==> src/rtl/core/bcs_pkg.sv <==
// Shared types and constants of the battery charge supervisor.
// Used by bcs_cfg_regs, bcs_step and battery_charge_supervisor; no dependencies.
package bcs_pkg;

  // Input transaction kinds.
  typedef enum logic [1:0] {
    KIND_TICK   = 2'd0,
    KIND_MODE   = 2'd1,
    KIND_CHARGE = 2'd2
  } kind_t;

  // Sub-states of the battery mode.
  typedef enum logic [2:0] {
    PH_START       = 3'd0,
    PH_MONITOR     = 3'd1,
    PH_CONFIRM     = 3'd2,
    PH_CHARGING    = 3'd3,
    PH_CHARGE_WAIT = 3'd4,
    PH_STABLE_WAIT = 3'd5,
    PH_ERROR       = 3'd6
  } phase_t;

  // Mode request reported with each result.
  typedef enum logic [1:0] {
    NM_STAY  = 2'd0,
    NM_START = 2'd1,
    NM_ERROR = 2'd2,
    NM_IDLE  = 2'd3
  } next_mode_t;

  // Error codes.
  typedef enum logic [2:0] {
    ERR_NONE   = 3'd0,
    ERR_LOWBAT = 3'd1,
    ERR_HOT    = 3'd2,
    ERR_OIL    = 3'd3,
    ERR_STBY   = 3'd4
  } err_t;

  // Configuration register indexes.
  localparam int unsigned CFG_IDX_W  = 3;
  localparam int unsigned CFG_DATA_W = 18;
  localparam logic [CFG_IDX_W-1:0] REG_THRESHOLD  = 3'd0;
  localparam logic [CFG_IDX_W-1:0] REG_CONFIRM    = 3'd1;
  localparam logic [CFG_IDX_W-1:0] REG_CHARGE     = 3'd2;
  localparam logic [CFG_IDX_W-1:0] REG_STABLE     = 3'd3;
  localparam logic [CFG_IDX_W-1:0] REG_MAX_ATTEMP = 3'd4;

  // Configuration register file contents.
  typedef struct packed {
    logic [15:0] threshold;
    logic [17:0] confirm_ticks;
    logic [17:0] charge_ticks;
    logic [17:0] stable_ticks;
    logic [2:0]  max_attempts;
  } cfg_t;

  // One input transaction.
  typedef struct packed {
    kind_t       kind;
    logic [15:0] batt_level;
    logic        temp_good;
    logic        oil_good;
    logic        ign_on;
    logic        stby_bypass;
  } item_t;

  // Control state apart from the countdown timer.
  typedef struct packed {
    phase_t     phase;
    logic [2:0] attempts;
    logic       charging;
    logic       pump_on;
    logic       active;
  } ctrl_t;

  // One result transaction.
  typedef struct packed {
    next_mode_t next_mode;
    err_t       error_code;
    logic       charging_status;
    logic       pump_drive;
    logic       cool_mode_off;
    logic       deenergize;
    phase_t     phase;
  } res_t;

endpackage

==> src/rtl/core/bcs_cfg_regs.sv <==
// Configuration register file of the battery charge supervisor.
// Depends on bcs_pkg for the register indexes and the cfg_t layout.
module bcs_cfg_regs (
  input  logic                           clk,
  input  logic                           rst_n,
  input  logic                           wr_en,
  input  logic [bcs_pkg::CFG_IDX_W-1:0]  wr_index,
  input  logic [bcs_pkg::CFG_DATA_W-1:0] wr_data,
  output bcs_pkg::cfg_t                  cfg
);
  import bcs_pkg::*;

  cfg_t cfg_r;
  cfg_t cfg_nxt;

  // Decode the write; indexes past the list are dropped.
  always_comb begin
    cfg_nxt = cfg_r;
    if (wr_en) begin
      case (wr_index)
        REG_THRESHOLD:  cfg_nxt.threshold     = wr_data[15:0];
        REG_CONFIRM:    cfg_nxt.confirm_ticks = wr_data[17:0];
        REG_CHARGE:     cfg_nxt.charge_ticks  = wr_data[17:0];
        REG_STABLE:     cfg_nxt.stable_ticks  = wr_data[17:0];
        REG_MAX_ATTEMP: cfg_nxt.max_attempts  = wr_data[2:0];
        default:        cfg_nxt = cfg_r;
      endcase
    end
  end

  // Register file with documented reset values.
  always_ff @(posedge clk) begin
    if (!rst_n) begin
      cfg_r.threshold     <= 16'd0;
      cfg_r.confirm_ticks <= 18'd1000;
      cfg_r.charge_ticks  <= 18'd180000;
      cfg_r.stable_ticks  <= 18'd12000;
      cfg_r.max_attempts  <= 3'd3;
    end else begin
      cfg_r <= cfg_nxt;
    end
  end

  assign cfg = cfg_r;

endmodule

==> src/rtl/core/bcs_step.sv <==
// Next-state and result logic for one transaction of the supervisor.
// Depends on bcs_pkg; purely combinational, the caller holds all state.
module bcs_step #(
  parameter int unsigned TIMER_BITS = 18
) (
  input  bcs_pkg::cfg_t          cfg,
  input  bcs_pkg::item_t         item,
  input  bcs_pkg::ctrl_t         ctrl,
  input  logic [TIMER_BITS-1:0]  countdown,
  output bcs_pkg::ctrl_t         ctrl_nxt,
  output logic [TIMER_BITS-1:0]  countdown_nxt,
  output bcs_pkg::res_t          res
);
  import bcs_pkg::*;

  localparam logic [63:0] TIMER_MAX = (64'd1 << TIMER_BITS) - 64'd1;

  // Saturate an 18-bit tick count to the timer width.
  function automatic logic [TIMER_BITS-1:0] timer_load(input logic [17:0] v);
    logic [63:0] wide;
    wide = {46'd0, v};
    if (wide > TIMER_MAX) begin
      wide = TIMER_MAX;
    end
    return wide[TIMER_BITS-1:0];
  endfunction

  logic [TIMER_BITS-1:0] cd_dec;
  logic                  expired;
  logic [3:0]            attempt_inc;

  assign cd_dec      = (countdown != '0) ? countdown - 1'b1 : countdown;
  assign expired     = (cd_dec == '0);
  assign attempt_inc = {1'b0, ctrl.attempts} + 4'd1;

  always_comb begin
    ctrl_nxt          = ctrl;
    countdown_nxt     = countdown;
    res.next_mode     = ctrl.active ? NM_STAY : NM_IDLE;
    res.error_code    = ERR_NONE;
    res.cool_mode_off = 1'b0;
    res.deenergize    = 1'b0;

    case (item.kind)
      KIND_MODE: begin
        ctrl_nxt.phase  = PH_START;
        ctrl_nxt.active = 1'b1;
        res.next_mode   = NM_STAY;
      end
      KIND_CHARGE: begin
        ctrl_nxt.phase   = PH_CHARGING;
        ctrl_nxt.pump_on = 1'b1;
        ctrl_nxt.active  = 1'b1;
        res.next_mode    = NM_STAY;
      end
      KIND_TICK: begin
        countdown_nxt = cd_dec;
        if (ctrl.active) begin
          // Phase machine.
          case (ctrl.phase)
            PH_START: begin
              res.deenergize    = 1'b1;
              ctrl_nxt.charging = 1'b0;
              ctrl_nxt.pump_on  = 1'b0;
              ctrl_nxt.attempts = 3'd0;
              ctrl_nxt.phase    = PH_MONITOR;
            end
            PH_MONITOR: begin
              if (item.batt_level < cfg.threshold) begin
                countdown_nxt  = timer_load(cfg.confirm_ticks);
                ctrl_nxt.phase = PH_CONFIRM;
              end else begin
                ctrl_nxt.attempts = 3'd0;
              end
            end
            PH_CONFIRM: begin
              if (!expired) begin
                // Voltage recovered strictly above the threshold: abort.
                if (item.batt_level > cfg.threshold) begin
                  countdown_nxt  = '0;
                  ctrl_nxt.phase = PH_MONITOR;
                end
              end else if (attempt_inc > {1'b0, cfg.max_attempts}) begin
                ctrl_nxt.attempts = 3'd0;
                ctrl_nxt.phase    = PH_ERROR;
              end else begin
                ctrl_nxt.attempts = attempt_inc[2:0];
                res.next_mode     = NM_START;
                ctrl_nxt.phase    = PH_START;
              end
            end
            PH_CHARGING: begin
              countdown_nxt     = timer_load(cfg.charge_ticks);
              ctrl_nxt.charging = 1'b1;
              ctrl_nxt.phase    = PH_CHARGE_WAIT;
            end
            PH_CHARGE_WAIT: begin
              if (expired) begin
                ctrl_nxt.pump_on  = 1'b0;
                res.cool_mode_off = 1'b1;
                ctrl_nxt.charging = 1'b0;
                countdown_nxt     = timer_load(cfg.stable_ticks);
                ctrl_nxt.phase    = PH_STABLE_WAIT;
              end
            end
            PH_STABLE_WAIT: begin
              if (expired) begin
                ctrl_nxt.phase = PH_MONITOR;
              end
            end
            PH_ERROR: begin
              res.error_code = ERR_LOWBAT;
              res.next_mode  = NM_ERROR;
            end
            default: begin
              ctrl_nxt.phase = ctrl.phase;
            end
          endcase

          // Safety checks: temperature takes priority over oil; the standby check, made last, overrides both.
          if (!item.temp_good) begin
            res.error_code = ERR_HOT;
            res.next_mode  = NM_ERROR;
          end else if (ctrl_nxt.pump_on && !item.oil_good) begin
            res.error_code = ERR_OIL;
            res.next_mode  = NM_ERROR;
          end
          if (!item.stby_bypass && ctrl_nxt.charging && item.ign_on) begin
            ctrl_nxt.attempts = 3'd0;
            res.error_code    = ERR_STBY;
            res.next_mode     = NM_ERROR;
          end

          // Leaving the mode on engine start or error.
          if (res.next_mode inside {NM_START, NM_ERROR}) begin
            ctrl_nxt.active = 1'b0;
          end
        end
      end
      default: begin
        ctrl_nxt = ctrl;
      end
    endcase

    res.charging_status = ctrl_nxt.charging;
    res.pump_drive      = ctrl_nxt.pump_on;
    res.phase           = ctrl_nxt.phase;
  end

endmodule

==> src/rtl/core/battery_charge_supervisor.sv <==
// Battery charge supervisor: the top level with input, state and result registers.
// Depends on bcs_pkg, bcs_cfg_regs and bcs_step.
//
// The supervisor takes one transaction per clock cycle while in_stall is low, either
// a 10 ms tick or a mode or charging entry event, and returns exactly one result per
// transaction. A transaction is captured in the input register, its whole step is
// computed combinationally against the held state, and the result lands in the
// output register, which presents it on the result channel. The state is updated
// once per transaction, which sets the sustained rate of one transaction per cycle
// when the result side does not stall.
// Configuration registers are written through the cfg_ port, which is always
// ready, and should only be written while no transaction is in flight.
module battery_charge_supervisor #(
  parameter int unsigned TIMER_BITS = 18
) (
  input  logic                           clk,
  input  logic                           rst_n,
  // Configuration write channel.
  input  logic                           cfg_valid,
  output logic                           cfg_ready,
  input  logic [bcs_pkg::CFG_IDX_W-1:0]  cfg_index,
  input  logic [bcs_pkg::CFG_DATA_W-1:0] cfg_data,
  // Input channel.
  input  logic                           in_valid,
  output logic                           in_stall,
  input  logic [1:0]                     in_kind,
  input  logic [15:0]                    in_batt_level,
  input  logic                           in_temp_good,
  input  logic                           in_oil_good,
  input  logic                           in_ign_on,
  input  logic                           in_stby_bypass,
  // Result channel.
  output logic                           out_valid,
  input  logic                           out_stall,
  output logic [1:0]                     out_next_mode,
  output logic [2:0]                     out_error_code,
  output logic                           out_charging_status,
  output logic                           out_pump_drive,
  output logic                           out_cool_mode_off,
  output logic                           out_deenergize,
  output logic [2:0]                     out_phase
);
  import bcs_pkg::*;

  cfg_t                  cfg;
  item_t                 item_r;
  logic                  item_vld_r;
  ctrl_t                 ctrl_r;
  ctrl_t                 ctrl_nxt;
  logic [TIMER_BITS-1:0] countdown_r;
  logic [TIMER_BITS-1:0] countdown_nxt;
  res_t                  res_nxt;
  res_t                  res_r;
  logic                  res_vld_r;
  logic                  advance;
  logic                  step_en;

  // Configuration registers; writes are never held off.
  assign cfg_ready = 1'b1;

  bcs_cfg_regs u_cfg (
    .clk      (clk),
    .rst_n    (rst_n),
    .wr_en    (cfg_valid && cfg_ready),
    .wr_index (cfg_index),
    .wr_data  (cfg_data),
    .cfg      (cfg)
  );

  // The result register can take a new value when empty or being drained.
  assign advance  = !res_vld_r || !out_stall;
  assign step_en  = item_vld_r && advance;
  assign in_stall = item_vld_r && !advance;

  // Input register.
  always_ff @(posedge clk) begin
    if (!rst_n) begin
      item_vld_r <= 1'b0;
    end else if (!in_stall) begin
      item_vld_r <= in_valid;
    end
  end

  always_ff @(posedge clk) begin
    if (in_valid && !in_stall) begin
      item_r.kind        <= kind_t'(in_kind);
      item_r.batt_level  <= in_batt_level;
      item_r.temp_good   <= in_temp_good;
      item_r.oil_good    <= in_oil_good;
      item_r.ign_on      <= in_ign_on;
      item_r.stby_bypass <= in_stby_bypass;
    end
  end

  // Step logic.
  bcs_step #(
    .TIMER_BITS (TIMER_BITS)
  ) u_step (
    .cfg           (cfg),
    .item          (item_r),
    .ctrl          (ctrl_r),
    .countdown     (countdown_r),
    .ctrl_nxt      (ctrl_nxt),
    .countdown_nxt (countdown_nxt),
    .res           (res_nxt)
  );

  // Supervisor state, updated once per transaction.
  always_ff @(posedge clk) begin
    if (!rst_n) begin
      ctrl_r.phase    <= PH_START;
      ctrl_r.attempts <= 3'd0;
      ctrl_r.charging <= 1'b0;
      ctrl_r.pump_on  <= 1'b0;
      ctrl_r.active   <= 1'b0;
      countdown_r     <= '0;
    end else if (step_en) begin
      ctrl_r      <= ctrl_nxt;
      countdown_r <= countdown_nxt;
    end
  end

  // Result register.
  always_ff @(posedge clk) begin
    if (!rst_n) begin
      res_vld_r <= 1'b0;
    end else if (advance) begin
      res_vld_r <= item_vld_r;
    end
  end

  always_ff @(posedge clk) begin
    if (step_en) begin
      res_r <= res_nxt;
    end
  end

  assign out_valid           = res_vld_r;
  assign out_next_mode       = res_r.next_mode;
  assign out_error_code      = res_r.error_code;
  assign out_charging_status = res_r.charging_status;
  assign out_pump_drive      = res_r.pump_drive;
  assign out_cool_mode_off   = res_r.cool_mode_off;
  assign out_deenergize      = res_r.deenergize;
  assign out_phase           = res_r.phase;

  // Any reported error must come with an error shutdown request.
  a_err_mode: assert property (@(posedge clk) disable iff (!rst_n)
    out_valid && out_error_code != ERR_NONE |-> out_next_mode == NM_ERROR)
    else $error("error code reported without error shutdown");

  // The de-energize pulse only comes from the start tick, which moves to monitoring.
  a_deenergize: assert property (@(posedge clk) disable iff (!rst_n)
    out_valid && out_deenergize |-> out_phase == PH_MONITOR && !out_pump_drive
      && !out_charging_status)
    else $error("de-energize pulse outside the start tick");

  // End of charging drops the pump and status and enters the stable wait.
  a_cool_off: assert property (@(posedge clk) disable iff (!rst_n)
    out_valid && out_cool_mode_off |-> out_phase == PH_STABLE_WAIT && !out_pump_drive
      && !out_charging_status)
    else $error("cooling-off pulse with inconsistent charge state");

  // A held input transaction never reaches the state while the result is stalled.
  a_state_hold: assert property (@(posedge clk) disable iff (!rst_n)
    in_stall |=> $stable(ctrl_r) && $stable(countdown_r))
    else $error("state changed while the result register was stalled");

endmodule

==> config.mk <==
export PLATFORM = sky130hd
export DESIGN_NAME = battery_charge_supervisor
export DESIGN_NICKNAME = d
export VERILOG_FILES = /design/src/rtl/core/bcs_pkg.sv /design/src/rtl/core/bcs_cfg_regs.sv /design/src/rtl/core/bcs_step.sv /design/src/rtl/core/battery_charge_supervisor.sv
export SDC_FILE = /design/constraint.sdc
export NUM_CORES = 1
export LEC_CHECK = 0
export BUFFER_PORTS_ARGS = -buffer_cell sky130_fd_sc_hd__buf_2
export CORE_AREA = 2 2 130 132
export CTS_CLUSTER_DIAMETER = 40
export CTS_CLUSTER_SIZE = 24
export DETAILED_ROUTE_END_ITERATION = 10
export DIE_AREA = 0 0 132 134
export SLEW_MARGIN = 20
export SYNTH_ARGS = -nofsm -noshare
export SYNTH_HDL_FRONTEND = slang
export SYNTH_SLANG_ARGS = --single-unit
==> constraint.sdc <==
create_clock -name clk -period 3.4 [get_ports clk]
set_input_delay 0.34 -clock clk [delete_from_list [all_inputs] [get_ports clk]]
set_output_delay 0.34 -clock clk [all_outputs]
set_load 0.02 [all_outputs]
Yosys cells after proc, flatten, opt, wreduce, memory -nomap -nowiden
Index checks and enable logic that the tools add are counted.
{"block": "classes", "addsub": 2, "n_lt_le_gt_ge": 3, "n_eq_ne": 16, "n_mux": 45, "reduce_logical": 32}
{"operator": "$mux 18", "count": 6}
{"operator": "$pmux 18 s4", "count": 1}
{"operator": "$mux 5", "count": 6}
{"operator": "$mux 3", "count": 8}
{"operator": "$logic_not 18->1", "count": 1}
{"operator": "$pmux 3 s3", "count": 2}
{"operator": "$pmux 3 s6", "count": 1}
{"operator": "$reduce_bool 18->1", "count": 1}
{"operator": "$sub 18x1->18 const B", "count": 1}
{"operator": "$gt 16x16->1", "count": 1}
{"operator": "$lt 16x16->1", "count": 1}
{"operator": "$reduce_and 2->1", "count": 8}
{"operator": "$eq 3x2->1 const B", "count": 4}
{"operator": "$eq 3x3->1 const B", "count": 4}
{"operator": "$mux 1", "count": 9}
{"operator": "$mux 9", "count": 1}
{"operator": "$mux 2", "count": 4}
{"operator": "$pmux 2 s2", "count": 2}
{"operator": "$eq 3x1->1 const B", "count": 2}
{"operator": "$logic_and 1x1->1", "count": 6}
{"operator": "$logic_not 1->1", "count": 6}
{"operator": "$logic_not 3->1", "count": 2}
{"operator": "$mux 6", "count": 1}
{"operator": "$pmux 1 s2", "count": 3}
{"operator": "other kinds (14)", "count": 17}
{"block": "totals", "ff_bits": 136, "input_bits": 48, "out_inout_bits": 15, "elab_cells": 124}

Depth between registers and ports, before layout
{"block": "logic_depth", "depth_word": 18, "mapped_depth": 12, "ltp_nobuf": 10}

Modules after synthesis
Synthesis repeated with hierarchy kept, for this count alone.
{"block": "unflattened", "cells_unflattened": 881, "hier_area_um2": 8056.5}
{"module": "bcs_step", "n_inst": 1, "cells_each": 443, "area_each_um2": 2951.6}
{"module": "bcs_cfg_regs", "n_inst": 1, "cells_each": 277, "area_each_um2": 2895.3}
{"module": "battery_charge_supervisor", "n_inst": 1, "cells_each": 161, "area_each_um2": 2209.6}

Worst setup path before layout
No wires, ideal clock.
{"block": "synth_timing", "path_type": "flip-flop to flip-flop", "start": "register countdown_r[0]", "end": "register countdown_r[7]", "setup_time_ns": 0.095, "t_arrival_ns": 3.332, "t_required_ns": 3.305, "path_slack_ns": -0.027, "path_stages_with_launch": 12, "n_path_buf": 1, "synth_period_minus_slack_ns": 3.427, "cell_sequence": "dfxtp_1 buf_6 inv_1 ha_1 or4b_1 nor4_4 mux2_2 nor4b_1 nand3_1 nor4_1 a31oi_1 a221oi_1"}
{"block": "synth_via", "elab_chain_len": 6}
{"element": "start, declared", "line_no": "battery_charge_supervisor.sv:50", "text": "logic [TIMER_BITS-1:0] countdown_r;"}
{"element": "start signal, assigned", "line_no": "battery_charge_supervisor.sv:119", "text": "countdown_r <= countdown_nxt;"}
{"element": "$sub 18x1->18 or $reduce_bool 18->1 (tied branches)", "line_no": "bcs_step.sv:32", "text": "assign cd_dec = (countdown != '0) ? countdown - 1'b1 : countdown;"}
{"element": "$mux 18 *", "line_no": "bcs_step.sv:32"}
{"element": "$logic_not 18->1 or $mux 18 (tied branches)", "line_no": "bcs_step.sv:33, bcs_step.sv:79"}
{"element": "$mux 18, on equally long branches", "line_no": "bcs_step.sv:98, bcs_step.sv:77"}
{"element": "$pmux 18 s4", "line_no": "bcs_step.sv:60", "text": "case (ctrl.phase)"}
{"element": "$mux 18 *", "line_no": "bcs_step.sv:58", "text": "if (ctrl.active) begin"}
Every way passes the cells marked *; elsewhere a longest branch is shown, timed or not.
A chain may end at the register's enable or synchronous reset.

==> reports/metrics.cfg <==
[run_status]
status = finished, final reports clean

[routing]
drt_wl_total_mm = 21.1
dr.pass1.iters = 6
drc = 0
drt_iter0_drc = 636
wl_per_cell_um = 17.6
detail-route-antenna-nets = 0
via_per_inst = 5.66
vias = 6792

[power]
cellLeakagePower_nw = 3.34
pwr_density_cell_nw_per_um2 = 507
irDropWorstVdd_mv = 0.337

[synthesis]
syn_area_per_cell_um2 = 8.20
ys_seq_area_frac = 0.428
synth_area_leaders = dfxtp_1 29%, edfxtp_1 14%, nand2_1 10%
ys.flop_type = dfxtp_1
ys_ff_latch = 136
syn_inst = 872
synth.most_common_cell = nand2_1
synth_edf_count = 34
netlist_top_cells_count = 198 x nand2_1, 102 x dfxtp_1, 75 x a21oi_1
syn_nets = 941
syn_area_um2 = 7150
netlist.area_leader.share = 0.285
yosysUniqueCellTypes = 85
synthArstFlopShare = 0
yosysTopAreaCell = dfxtp_1
yosys_warnings = 0

[clock_tree]
cts_buffer_depth = 2
cts_root_buffer = clkbuf_16
numCtsBuffers = 17
clk_pin_slew_worst_paths_ps = 60
clk_latency_ps = 430
ctsHtreeMaxLevel = 4
cts.sinks = 136
cts_tree = yes
postCtsHoldBufs = 0

[floorplan]
core_area_um2 = 16300
pin_count = 63
initial_utilization = 0.439
die-area_um2 = 17700
die_y_um = 134
rows = 47
die_width_um = 132

[place]
numPortBuffers = 61
hpwl_mm = 15.1
dpl_cell_area_um2 = 7990
place.gp.congestion = 0.932

[grt]
first_global_vias = 6187
grt_max_degree = 49
antenna_found_initial = 0
grt_overflow = 0
grt_first_pass_wirelength_mm = 33.2
grt_usage = 0.239

[hold_path]
hold_class = input pin to flop
min_path_cells = 1

[worst_setup_path]
worstSetupPathType = flop to flop
max_stage_delay_ps = 550
crit_slowest_cell = or4_4
cp_top_family = simple AND/OR/NAND/NOR gates
cp.depth = 9
cp-start-kind = flop
worst_setup_path_end_kind = flop
crit_fanout = 6
required_ps = 3550
worst_path_most_repeated_cell = or4_4
arrival_ps = 3430
path_buf_inv = 1
reg2reg_depth = 9
path_cells = or4_4 -> or4_4 -> o31a_1 -> nor4_2 -> buf_4 -> nand2_2 -> or3_1 -> a21oi_1 -> a32oi_1

[cells_and_area]
finalInstanceArea_um2 = 8660
syn_to_final_growth_pct = 21.1
drive_above_1_share = 0.204
nFillCells = 1570
fin_nets = 1036

[timing]
min_period_over_period = 0.967
finalCriticalPeriod_ps = 3290
fin_worst_skew_ps = 11.4
timing.slew.headroom = 0.480
tightestPinTransition_ps = 778
finalMaxSlewViolations = 0
timing.hold.ws_ps = 81.6
hold_violations = 0
setup_viol = 0
fmax_mhz = 304

[job]
max_cap_viol_count = 0

[cell usage in the layout, fill, tap and decap left out, types with 7 or more instances in the layout]
cell type / count
or3_1: 7
nand2_1: 198
buf_4: 67
ha_1: 21
inv_1: 31
nor4_1: 8
buf_2: 61
a311oi_1: 10
nor2_1: 46
edfxtp_1: 34
o21ai_0: 39
clkbuf_16: 17
a22oi_1: 14
nor2b_1: 7
nand3_1: 41
nor3_1: 24
nand4_1: 8
a21oi_1: 75
dfxtp_1: 100
nand2b_1: 7
a31oi_1: 8
[what timing repair did]
action,4_1_cts,5_1_grt
endpoints found under the setup margin,0,31
gates resized for setup,0,16
buffers inserted,0,5
[layout make-up]
class / instances / area [um2] / area share
Timing Repair Buffer: 130 / 831 / 0.0959
Clock inverter: 13 / 116 / 0.0134
Tap cell: 220 / 275 / 0.0318
Multi-Input combinational cell: 650 / 3800 / 0.438
Inverter: 32 / 120 / 0.0139
Clock buffer: 19 / 453 / 0.0523
Antenna cell: 1 / 2.50 / 0.000289
Sequential cell: 136 / 3070 / 0.354
[power by group]
group / switching, mW / total (mW) / internal (mW)
logic: 0.507 / 0.852 / 0.344
registers: 0.0397 / 1.76 / 1.72
clock network: 0.732 / 1.78 / 1.05
[cells by family after synthesis]
group | synth area share
flops | 0.428
other cells | 0.000524
xor+xnor | 0.00490
compound gates | 0.209
mux | 0.0115
fa+ha+maj | 0.0367
buf+inv | 0.0495
simple gates | 0.260
[metal layers]
| layer | vias to the layer above | part of all wire | wire length, um | global-route usage |
|---|---|---|---|---|
| li1 | 3350 | - | - | - |
| met5 | - | 0 | 0 | 0 |
| met3 | 40 | 0.061 | 1300 | 0.0454 |
| met1 | 3157 | 0.46 | 9780 | 0.334 |
| met4 | 0 | 0.019 | 401 | 0.0845 |
| met2 | 245 | 0.46 | 9660 | 0.371 |
[path summary, 6_finish.rpt]
path                               start                    endpoint  slack, ps
min reg2reg   u_cfg.cfg[71]$_SDFFE_PN0P_  u_cfg.cfg[71]$_SDFFE_PN0P_        450
max          countdown_r[0]$_SDFFE_PN0P_    out_pump_drive$_DFFE_PP_        110
max reg2reg  countdown_r[0]$_SDFFE_PN0P_    out_pump_drive$_DFFE_PP_        110
min                    in_batt_level[12]        item_r[16]$_DFFE_PP_         80
[flip-flops by register name, summed over array words and instances (netlist names)]
| register | flops |
|---|---|
| out_pump_drive | 1 |
| item_r | 22 |
| ctrl_r | 9 |
| out_charging_status | 1 |
| countdown_r | 18 |
| out_deenergize | 1 |
| out_cool_mode_off | 1 |
| out_next_mode | 2 |
| u_cfg.cfg | 73 |
| item_vld_r | 1 |
| out_error_code | 3 |
| out_valid | 1 |
| out_phase | 3 |
[metrics by stage]
stage	util	total power, mW	worst slack, ps	std cells	setup TNS, ps
2_1_floorplan	-	2.27	0.812	872	0
3_5_place_dp	0.490	2.59	65.3	1163	0
5_1_grt	0.532	4.56	-38.0	1200	-183
3_3_place_gp	0.490	2.59	68.3	1163	0
4_1_cts	0.525	4.35	33.0	1195	0
6_report	0.532	4.39	111	1201	0
(Power assumes the default switching activity.)
